==> src/hw/rtl/nfcrfd_pkg.sv <==
// shared types and constants for the nfc response frame deframer
// used by nfcrfd_core and nfc_response_frame_deframer; no dependencies
package nfcrfd_pkg;

  localparam int unsigned ByteW = 8;
  localparam int unsigned CfgIdxW = 2;

  localparam logic [ByteW-1:0] PreambleByte = 8'h00;
  localparam logic [ByteW-1:0] StartByte1 = 8'h00;
  localparam logic [ByteW-1:0] StartByte2 = 8'hFF;
  localparam logic [ByteW-1:0] LenOverhead = 8'd2;

  localparam logic [ByteW-1:0] RespCodeReset = 8'd1;
  localparam logic [ByteW-1:0] BufCapReset = 8'd255;
  localparam logic [ByteW-1:0] DirCodeReset = 8'd213;

  typedef enum logic [CfgIdxW-1:0] {
    CFG_RESPONSE_CODE = 2'd0,
    CFG_BUFFER_CAPACITY = 2'd1,
    CFG_DIRECTION_CODE = 2'd2
  } cfg_idx_e;

  typedef enum logic [1:0] {
    STATUS_OK = 2'd0,
    STATUS_INVALID = 2'd1,
    STATUS_NO_SPACE = 2'd2
  } status_e;

  typedef struct packed {
    logic [ByteW-1:0] response_code;
    logic [ByteW-1:0] buffer_capacity;
    logic [ByteW-1:0] direction_code;
  } cfg_t;

  typedef struct packed {
    logic [ByteW-1:0] payload_byte;
    logic [ByteW-1:0] payload_index;
    logic payload_valid;
    logic frame_done;
    status_e frame_status;
    logic [ByteW-1:0] payload_length;
  } result_t;

endpackage

==> src/hw/rtl/nfc_response_frame_deframer.sv <==
// top level of the nfc response frame deframer: input stage, parser, output stage
// depends on nfcrfd_pkg and nfcrfd_core
//
// usage
//   s_axis carries one received byte per beat (tdata) and a frame start flag
//   (tuser) on the first preamble byte of each frame
//   m_axis returns exactly one result beat per input beat: tuser flags a
//   payload byte, tlast marks the end of frame handling with its status
//   cfg writes the expected response code, buffer capacity and direction code;
//   cfg_ready_o is always high, writes are meant for idle periods
// timing
//   one byte per cycle sustained while m_axis_tready is high; an accepted byte
//   passes the input register, then parser logic into the output register
//   the parser state advances only when a byte moves from the input register
//   into the output register
// reset
//   rst_ni clears both stages, the parser state (idle, waiting for a frame
//   start) and restores the configuration defaults
// backpressure
//   when m_axis_tready is low the output beat holds, the input register fills
//   and s_axis_tready drops until the output is taken
module nfc_response_frame_deframer (
  input  logic                               clk_i,
  input  logic                               rst_ni,
  input  logic                               s_axis_tvalid,
  output logic                               s_axis_tready,
  input  logic [7:0]                         s_axis_tdata,  // rx_byte
  input  logic                               s_axis_tuser,  // frame_begin
  output logic                               m_axis_tvalid,
  input  logic                               m_axis_tready,
  // payload_byte, payload_index, frame_status, payload_length, zero pad
  output logic [31:0]                        m_axis_tdata,
  output logic                               m_axis_tuser,  // payload_valid
  output logic                               m_axis_tlast,  // frame_done
  input  logic                               cfg_valid_i,
  output logic                               cfg_ready_o,
  input  logic [nfcrfd_pkg::CfgIdxW-1:0]     cfg_index_i,
  input  logic [nfcrfd_pkg::ByteW-1:0]       cfg_data_i
);

  nfcrfd_pkg::cfg_t cfg_q;
  nfcrfd_pkg::result_t res;
  nfcrfd_pkg::result_t res_q;

  logic in_valid_q;
  logic [nfcrfd_pkg::ByteW-1:0] in_byte_q;
  logic in_begin_q;
  logic out_valid_q;
  logic out_ready;
  logic step;

  assign cfg_ready_o = 1'b1;

  always_ff @(posedge clk_i or negedge rst_ni) begin
    if (!rst_ni) begin
      cfg_q.response_code <= nfcrfd_pkg::RespCodeReset;
      cfg_q.buffer_capacity <= nfcrfd_pkg::BufCapReset;
      cfg_q.direction_code <= nfcrfd_pkg::DirCodeReset;
    end else if (cfg_valid_i) begin
      unique case (cfg_index_i)
        nfcrfd_pkg::CFG_RESPONSE_CODE:   cfg_q.response_code <= cfg_data_i;
        nfcrfd_pkg::CFG_BUFFER_CAPACITY: cfg_q.buffer_capacity <= cfg_data_i;
        nfcrfd_pkg::CFG_DIRECTION_CODE:  cfg_q.direction_code <= cfg_data_i;
        default: ;
      endcase
    end
  end

  assign out_ready = !out_valid_q || m_axis_tready;
  assign step = in_valid_q && out_ready;
  assign s_axis_tready = !in_valid_q || out_ready;

  // input stage
  always_ff @(posedge clk_i or negedge rst_ni) begin
    if (!rst_ni) begin
      in_valid_q <= 1'b0;
    end else if (s_axis_tready) begin
      in_valid_q <= s_axis_tvalid;
    end
  end

  always_ff @(posedge clk_i) begin
    if (s_axis_tready && s_axis_tvalid) begin
      in_byte_q <= s_axis_tdata;
      in_begin_q <= s_axis_tuser;
    end
  end

  nfcrfd_core u_core (
    .clk_i         (clk_i),
    .rst_ni        (rst_ni),
    .step_i        (step),
    .rx_byte_i     (in_byte_q),
    .frame_begin_i (in_begin_q),
    .cfg_i         (cfg_q),
    .result_o      (res)
  );

  // output stage
  always_ff @(posedge clk_i or negedge rst_ni) begin
    if (!rst_ni) begin
      out_valid_q <= 1'b0;
    end else if (out_ready) begin
      out_valid_q <= in_valid_q;
    end
  end

  always_ff @(posedge clk_i) begin
    if (step) begin
      res_q <= res;
    end
  end

  assign m_axis_tvalid = out_valid_q;
  assign m_axis_tuser = res_q.payload_valid;
  assign m_axis_tlast = res_q.frame_done;
  assign m_axis_tdata = {6'b0, res_q.payload_length, res_q.frame_status,
                         res_q.payload_index, res_q.payload_byte};

endmodule

==> src/hw/rtl/nfcrfd_core.sv <==
// frame parsing state machine: one byte in, one result out per step
// depends on nfcrfd_pkg
module nfcrfd_core (
  input  logic                          clk_i,
  input  logic                          rst_ni,
  input  logic                          step_i,
  input  logic [nfcrfd_pkg::ByteW-1:0]  rx_byte_i,
  input  logic                          frame_begin_i,
  input  nfcrfd_pkg::cfg_t              cfg_i,
  output nfcrfd_pkg::result_t           result_o
);

  typedef enum logic [3:0] {
    PH_IDLE    = 4'd0,
    PH_SC1     = 4'd1,
    PH_SC2     = 4'd2,
    PH_LEN     = 4'd3,
    PH_LCS     = 4'd4,
    PH_TFI     = 4'd5,
    PH_CMD     = 4'd6,
    PH_DATA    = 4'd7,
    PH_DCS     = 4'd8,
    PH_POST    = 4'd9,
    PH_SWALLOW = 4'd10,
    PH_TAIL1   = 4'd11,
    PH_TAIL2   = 4'd12
  } phase_e;

  phase_e phase_q, phase_d;
  logic [nfcrfd_pkg::ByteW-1:0] len_q, len_d;
  logic [nfcrfd_pkg::ByteW-1:0] cnt_q, cnt_d;
  logic [nfcrfd_pkg::ByteW-1:0] sum_q, sum_d;
  logic [nfcrfd_pkg::ByteW-1:0] b;

  assign b = rx_byte_i;

  always_comb begin
    phase_d = phase_q;
    len_d = len_q;
    cnt_d = cnt_q;
    sum_d = sum_q;
    result_o = '0;
    result_o.frame_status = nfcrfd_pkg::STATUS_OK;
    if (frame_begin_i) begin
      if (b == nfcrfd_pkg::PreambleByte) begin
        phase_d = PH_SC1;
      end else begin
        result_o.frame_done = 1'b1;
        result_o.frame_status = nfcrfd_pkg::STATUS_INVALID;
        phase_d = PH_IDLE;
      end
    end else begin
      unique case (phase_q)
        PH_SC1: begin
          if (b == nfcrfd_pkg::StartByte1) begin
            phase_d = PH_SC2;
          end else begin
            result_o.frame_done = 1'b1;
            result_o.frame_status = nfcrfd_pkg::STATUS_INVALID;
            phase_d = PH_IDLE;
          end
        end
        PH_SC2: begin
          if (b == nfcrfd_pkg::StartByte2) begin
            phase_d = PH_LEN;
          end else begin
            result_o.frame_done = 1'b1;
            result_o.frame_status = nfcrfd_pkg::STATUS_INVALID;
            phase_d = PH_IDLE;
          end
        end
        PH_LEN: begin
          len_d = b;
          phase_d = PH_LCS;
        end
        PH_LCS: begin
          if (nfcrfd_pkg::ByteW'(len_q + b) == '0) begin
            len_d = len_q - nfcrfd_pkg::LenOverhead;
            phase_d = PH_TFI;
          end else begin
            result_o.frame_done = 1'b1;
            result_o.frame_status = nfcrfd_pkg::STATUS_INVALID;
            phase_d = PH_IDLE;
          end
        end
        PH_TFI: begin
          if (b == cfg_i.direction_code) begin
            sum_d = b;
            phase_d = PH_CMD;
          end else begin
            result_o.frame_done = 1'b1;
            result_o.frame_status = nfcrfd_pkg::STATUS_INVALID;
            phase_d = PH_IDLE;
          end
        end
        PH_CMD: begin
          if (b != cfg_i.response_code) begin
            result_o.frame_done = 1'b1;
            result_o.frame_status = nfcrfd_pkg::STATUS_INVALID;
            phase_d = PH_IDLE;
          end else begin
            sum_d = sum_q + b;
            cnt_d = '0;
            if (len_q > cfg_i.buffer_capacity) begin
              phase_d = PH_SWALLOW;
            end else if (len_q == '0) begin
              phase_d = PH_DCS;
            end else begin
              phase_d = PH_DATA;
            end
          end
        end
        PH_DATA: begin
          result_o.payload_byte = b;
          result_o.payload_index = cnt_q;
          result_o.payload_valid = 1'b1;
          sum_d = sum_q + b;
          cnt_d = cnt_q + nfcrfd_pkg::ByteW'(1);
          if (cnt_d == len_q) begin
            phase_d = PH_DCS;
          end
        end
        PH_DCS: begin
          if (nfcrfd_pkg::ByteW'(sum_q + b) == '0) begin
            phase_d = PH_POST;
          end else begin
            result_o.frame_done = 1'b1;
            result_o.frame_status = nfcrfd_pkg::STATUS_INVALID;
            phase_d = PH_IDLE;
          end
        end
        PH_POST: begin
          result_o.frame_done = 1'b1;
          result_o.frame_status = nfcrfd_pkg::STATUS_OK;
          result_o.payload_length = len_q;
          phase_d = PH_IDLE;
        end
        PH_SWALLOW: begin
          cnt_d = cnt_q + nfcrfd_pkg::ByteW'(1);
          if (cnt_d == len_q) begin
            phase_d = PH_TAIL1;
          end
        end
        PH_TAIL1: begin
          phase_d = PH_TAIL2;
        end
        PH_TAIL2: begin
          result_o.frame_done = 1'b1;
          result_o.frame_status = nfcrfd_pkg::STATUS_NO_SPACE;
          phase_d = PH_IDLE;
        end
        default: begin
          phase_d = PH_IDLE;
        end
      endcase
    end
  end

  always_ff @(posedge clk_i or negedge rst_ni) begin
    if (!rst_ni) begin
      phase_q <= PH_IDLE;
      len_q <= '0;
      cnt_q <= '0;
      sum_q <= '0;
    end else if (step_i) begin
      phase_q <= phase_d;
      len_q <= len_d;
      cnt_q <= cnt_d;
      sum_q <= sum_d;
    end
  end

endmodule

==> config.mk <==
export PLATFORM = sky130hd
export DESIGN_NAME = nfc_response_frame_deframer
export DESIGN_NICKNAME = d
export VERILOG_FILES = /design/src/hw/rtl/nfcrfd_pkg.sv /design/src/hw/rtl/nfc_response_frame_deframer.sv /design/src/hw/rtl/nfcrfd_core.sv
export SDC_FILE = /design/constraint.sdc
export NUM_CORES = 1
export LEC_CHECK = 0
export BUFFER_PORTS_ARGS = -buffer_cell sky130_fd_sc_hd__buf_2
export CORE_UTILIZATION = 55
export CTS_CLUSTER_DIAMETER = 80
export DETAILED_ROUTE_END_ITERATION = 6
export PLACE_DENSITY = 0.88
export SYNTH_ARGS = -nofsm -noshare
export SYNTH_HDL_FRONTEND = slang
export SYNTH_HIERARCHICAL = 1
export SYNTH_SLANG_ARGS = --single-unit
export TNS_END_PERCENT = 20
==> constraint.sdc <==
create_clock -name clk_i -period 2.97 [get_ports clk_i]
set_input_delay 0.297 -clock clk_i [delete_from_list [all_inputs] [get_ports clk_i]]
set_output_delay 0.297 -clock clk_i [all_outputs]
set_load 0.03 [all_outputs]
==> metrics.txt <==
drt drc 0; Num CTS Buffers 9; area leader, netlist edfxtp_1; RSZ-0062 raised after global routing true; asr flop ratio synth 59.34%; Tightest Pin Transition 0.7380 ns; clk buf depth 2; pwr/cell area 454.7 nW/um^2; hold crit path type primary input to register; r2r setup slk 0.1 ns; Net Sw Frac 28.51%; library cells used by synthesis 71; clk slew on worst S/H paths 0.09 ns; CTS tree yes; Worst Path Required 3.09 ns; Ant. Diodes 0; largest family of logic cells by synthesized area simple AND/OR/NAND/NOR gates; Sw Pwr 0.8111 mW; vias in the first global route 3990; top cell type's share of synthesized area 20.09%; Pleak 2.647 nW; area of the mapped netlist 5532 sq um; first-pass GRT wire length 19940 um; combinational power share 16.8%; Sink Count 91; FP Rows 36; Synth Register Bits 91; proportion of layout cells with a drive suffix above 1 29.74%; Cell Area, Placed 5982 sq um; Die ar. 10460 sq um; antenna violations before repair 0; Antenna Violating Nets Remaining 0; fin crit period 2.871 ns; gr ovfl total 0; drt first pass iters 5; number of synthesized flops with an enable pin 37; arrival time worst endpoint 2.99 ns; clock skew 0.009786 ns; register area share after synthesis 44.83%; worst vdd ir 0.0002630 V; core box area 9774 sq um; Die W 102.3 um; Synth Area in Compound Gates 13.53%; drt initial violations 322; post-synthesis cell count 514; Post-synth top flop dfrtp_1; Finished Cell Area 6256 sq um; die height 102.3 um; Final HPWL DP 9175 um; internal power 2.034 mW; final non-filler cell total 718; Clock Tree Root clkbuf_8; most frequent cell after synthesis dfrtp_1; Starting Density 56.59%; Tcrit/Tclk final 96.66%; largest net degree at the start of global routing 33; Final Setup Violations 0; Nets 630; placed cell count 696; max-capacitance violation count 0; Post-Synth Simple-Gate Area 17.37%; routed len/inst 17.25 um; H-tree level count 3; crit-path max FO 5; Adder-Cell Fraction of Synth Area 6.152%; routability cong. 0.9466; syn avg cell area 10.76 sq um; synth warn 6; Port Buffers 53; layout filler cell count 797; xor and xnor area share after synthesis 5.067%; vias per cell 5.886; DRT Wirelength 12390 um; status complete, no violations; Area Growth Syn to Fin 13.10%; clock network power share 29.9%; Seq pwr share 53.3%; synth cell count leaders dfrtp_1, edfxtp_1, nor2_1, mux2_2, nand2_1; top cells by area, synth edfxtp_1, dfrtp_1, dfstp_2; Max Freq 348.3 MHz; Skew-Pair Late Insertion Delay 0.37 ns; mux contribution to synthesized area 8.844%; vias 4226; slew margin rel. 50.80%; Slew Viols, Final 0; crit path kind register to register; Worst setup EP type register; Fin. Hold Viols 0; Worst Setup Start Kind register; GRT Total Usage 25.47%; IO Pins 61
repair_timing:
action,in CTS,in global routing
endpoints found under the hold margin,10,0
setup buffers,0,5
resized for setup,0,4
endpoints found under the setup margin,0,11
hold buffers,1,0
per-stage QoR:
step                      TNS [ns]  setup slack [ns]  power [mW]  utilization, %  hold slack, ns
after floorplan                  0            0.3665       1.870               -        0.001409
after global placement           0            0.2098       1.986           61.20          0.3816
after detailed placement         0           0.05801       2.008           61.20          0.3974
after CTS                        0           0.06927       2.855           63.35         0.08443
after global routing      -0.03334          -0.01728       2.964           64.00         0.08205
final                            0           0.09908       2.845           64.00         0.09852
path summary, 6_finish.rpt:
check	from	end	cells after the start
setup / recovery	in_byte_q[0]	m_axis_tlast	9
hold / removal	s_axis_tdata[2]	in_byte_q[2]	1
setup reg to reg	in_byte_q[0]	m_axis_tlast	9
hold reg to reg	in_valid_q	m_axis_tvalid	1
max in group asynchronous	rst_ni	cfg_q[13]	3
min in group asynchronous	rst_ni	u_core/sum_q[3]	2
logic make-up (layout without fill, tap and decap cells):
family | Yosys count | after routing
mux | 41 | 41
other cells | 2 | 7
fa+ha+maj | 26 | 26
xor+xnor | 32 | 32
compound gates | 107 | 107
buf+inv | 48 | 114
simple gates | 167 | 167
flops | 91 | 91
registers in the layout, summed over array words and instances, names as in the netlist:
| register | count |
|---|---|
| m_axis_tdata | 26 |
| cfg_q | 24 |
| in_byte_q | 8 |
| u_core/cnt_q | 8 |
| u_core/len_q | 8 |
| u_core/sum_q | 8 |
| u_core/phase_q | 4 |
| in_begin_q | 1 |
| in_valid_q | 1 |
| m_axis_tlast | 1 |
| m_axis_tuser | 1 |
| m_axis_tvalid | 1 |
placed cells by master (no fill, tap or decap), types with 5 or more instances in the layout:
cell type | synthesis | routed
nor3_1 | 15 | 15
buf_4 | 8 | 26
edfxtp_1 | 37 | 37
o31ai_1 | 5 | 5
ha_1 | 24 | 24
nand3_1 | 7 | 7
a2bb2oi_1 | 5 | 5
mux2_4 | 8 | 8
xnor2_1 | 14 | 14
and2_1 | 25 | 25
nor2_1 | 33 | 33
a21oi_1 | 16 | 16
mux2_2 | 31 | 31
nand2b_1 | 8 | 8
nand4_1 | 6 | 6
nand2_1 | 30 | 30
o21ai_0 | 26 | 26
clkbuf_8 | 0 | 9
nor2b_1 | 5 | 5
buf_2 | 6 | 53
a211oi_1 | 7 | 6
xor2_1 | 18 | 18
dfstp_2 | 14 | 14
dfrtp_1 | 40 | 40
nor4_2 | 4 | 5
conb_1 | 2 | 7
inv_1 | 18 | 18
nor4_1 | 7 | 5
per-layer routing:
metal	track usage [%]	share of wire [%]
met5	0	0
met4	13.41	3.1
met1	33.44	44
met2	41.51	48
met3	3.078	4.9
power by group through the flow:
stage | Sequential, mW | Combinational, mW | Clock [mW]
floorplan | 1.56 | 0.308 | 0
global placement | 1.54 | 0.448 | 0
detailed placement | 1.55 | 0.462 | 0
CTS | 1.52 | 0.465 | 0.870
global route | 1.53 | 0.518 | 0.916
finish | 1.52 | 0.478 | 0.851
worst max-delay path, cell delays in order (launching register included):
cell and delay [ns]:
edfxtp_1 0.48, ha_1 0.28, fa_1 0.43, nor2_1 0.11
o21ai_0 0.09, a311o_1 0.33, nor4_2 0.36, a21oi_2 0.11
nor3_1 0.35, o21ai_1 0.09
cell type report:
type	count	area, sq um	share of cell area [%]
Tap cell	133	166.4	2.660
Timing Repair Buffer	80	470.5	7.520
Clock inverter	7	76.32	1.220
Clock buffer	9	123.9	1.980
Multi-Input combinational cell	380	2872	45.90
Inverter	18	67.56	1.080
Sequential cell	91	2480	39.64
(Power assumes the default switching activity.)
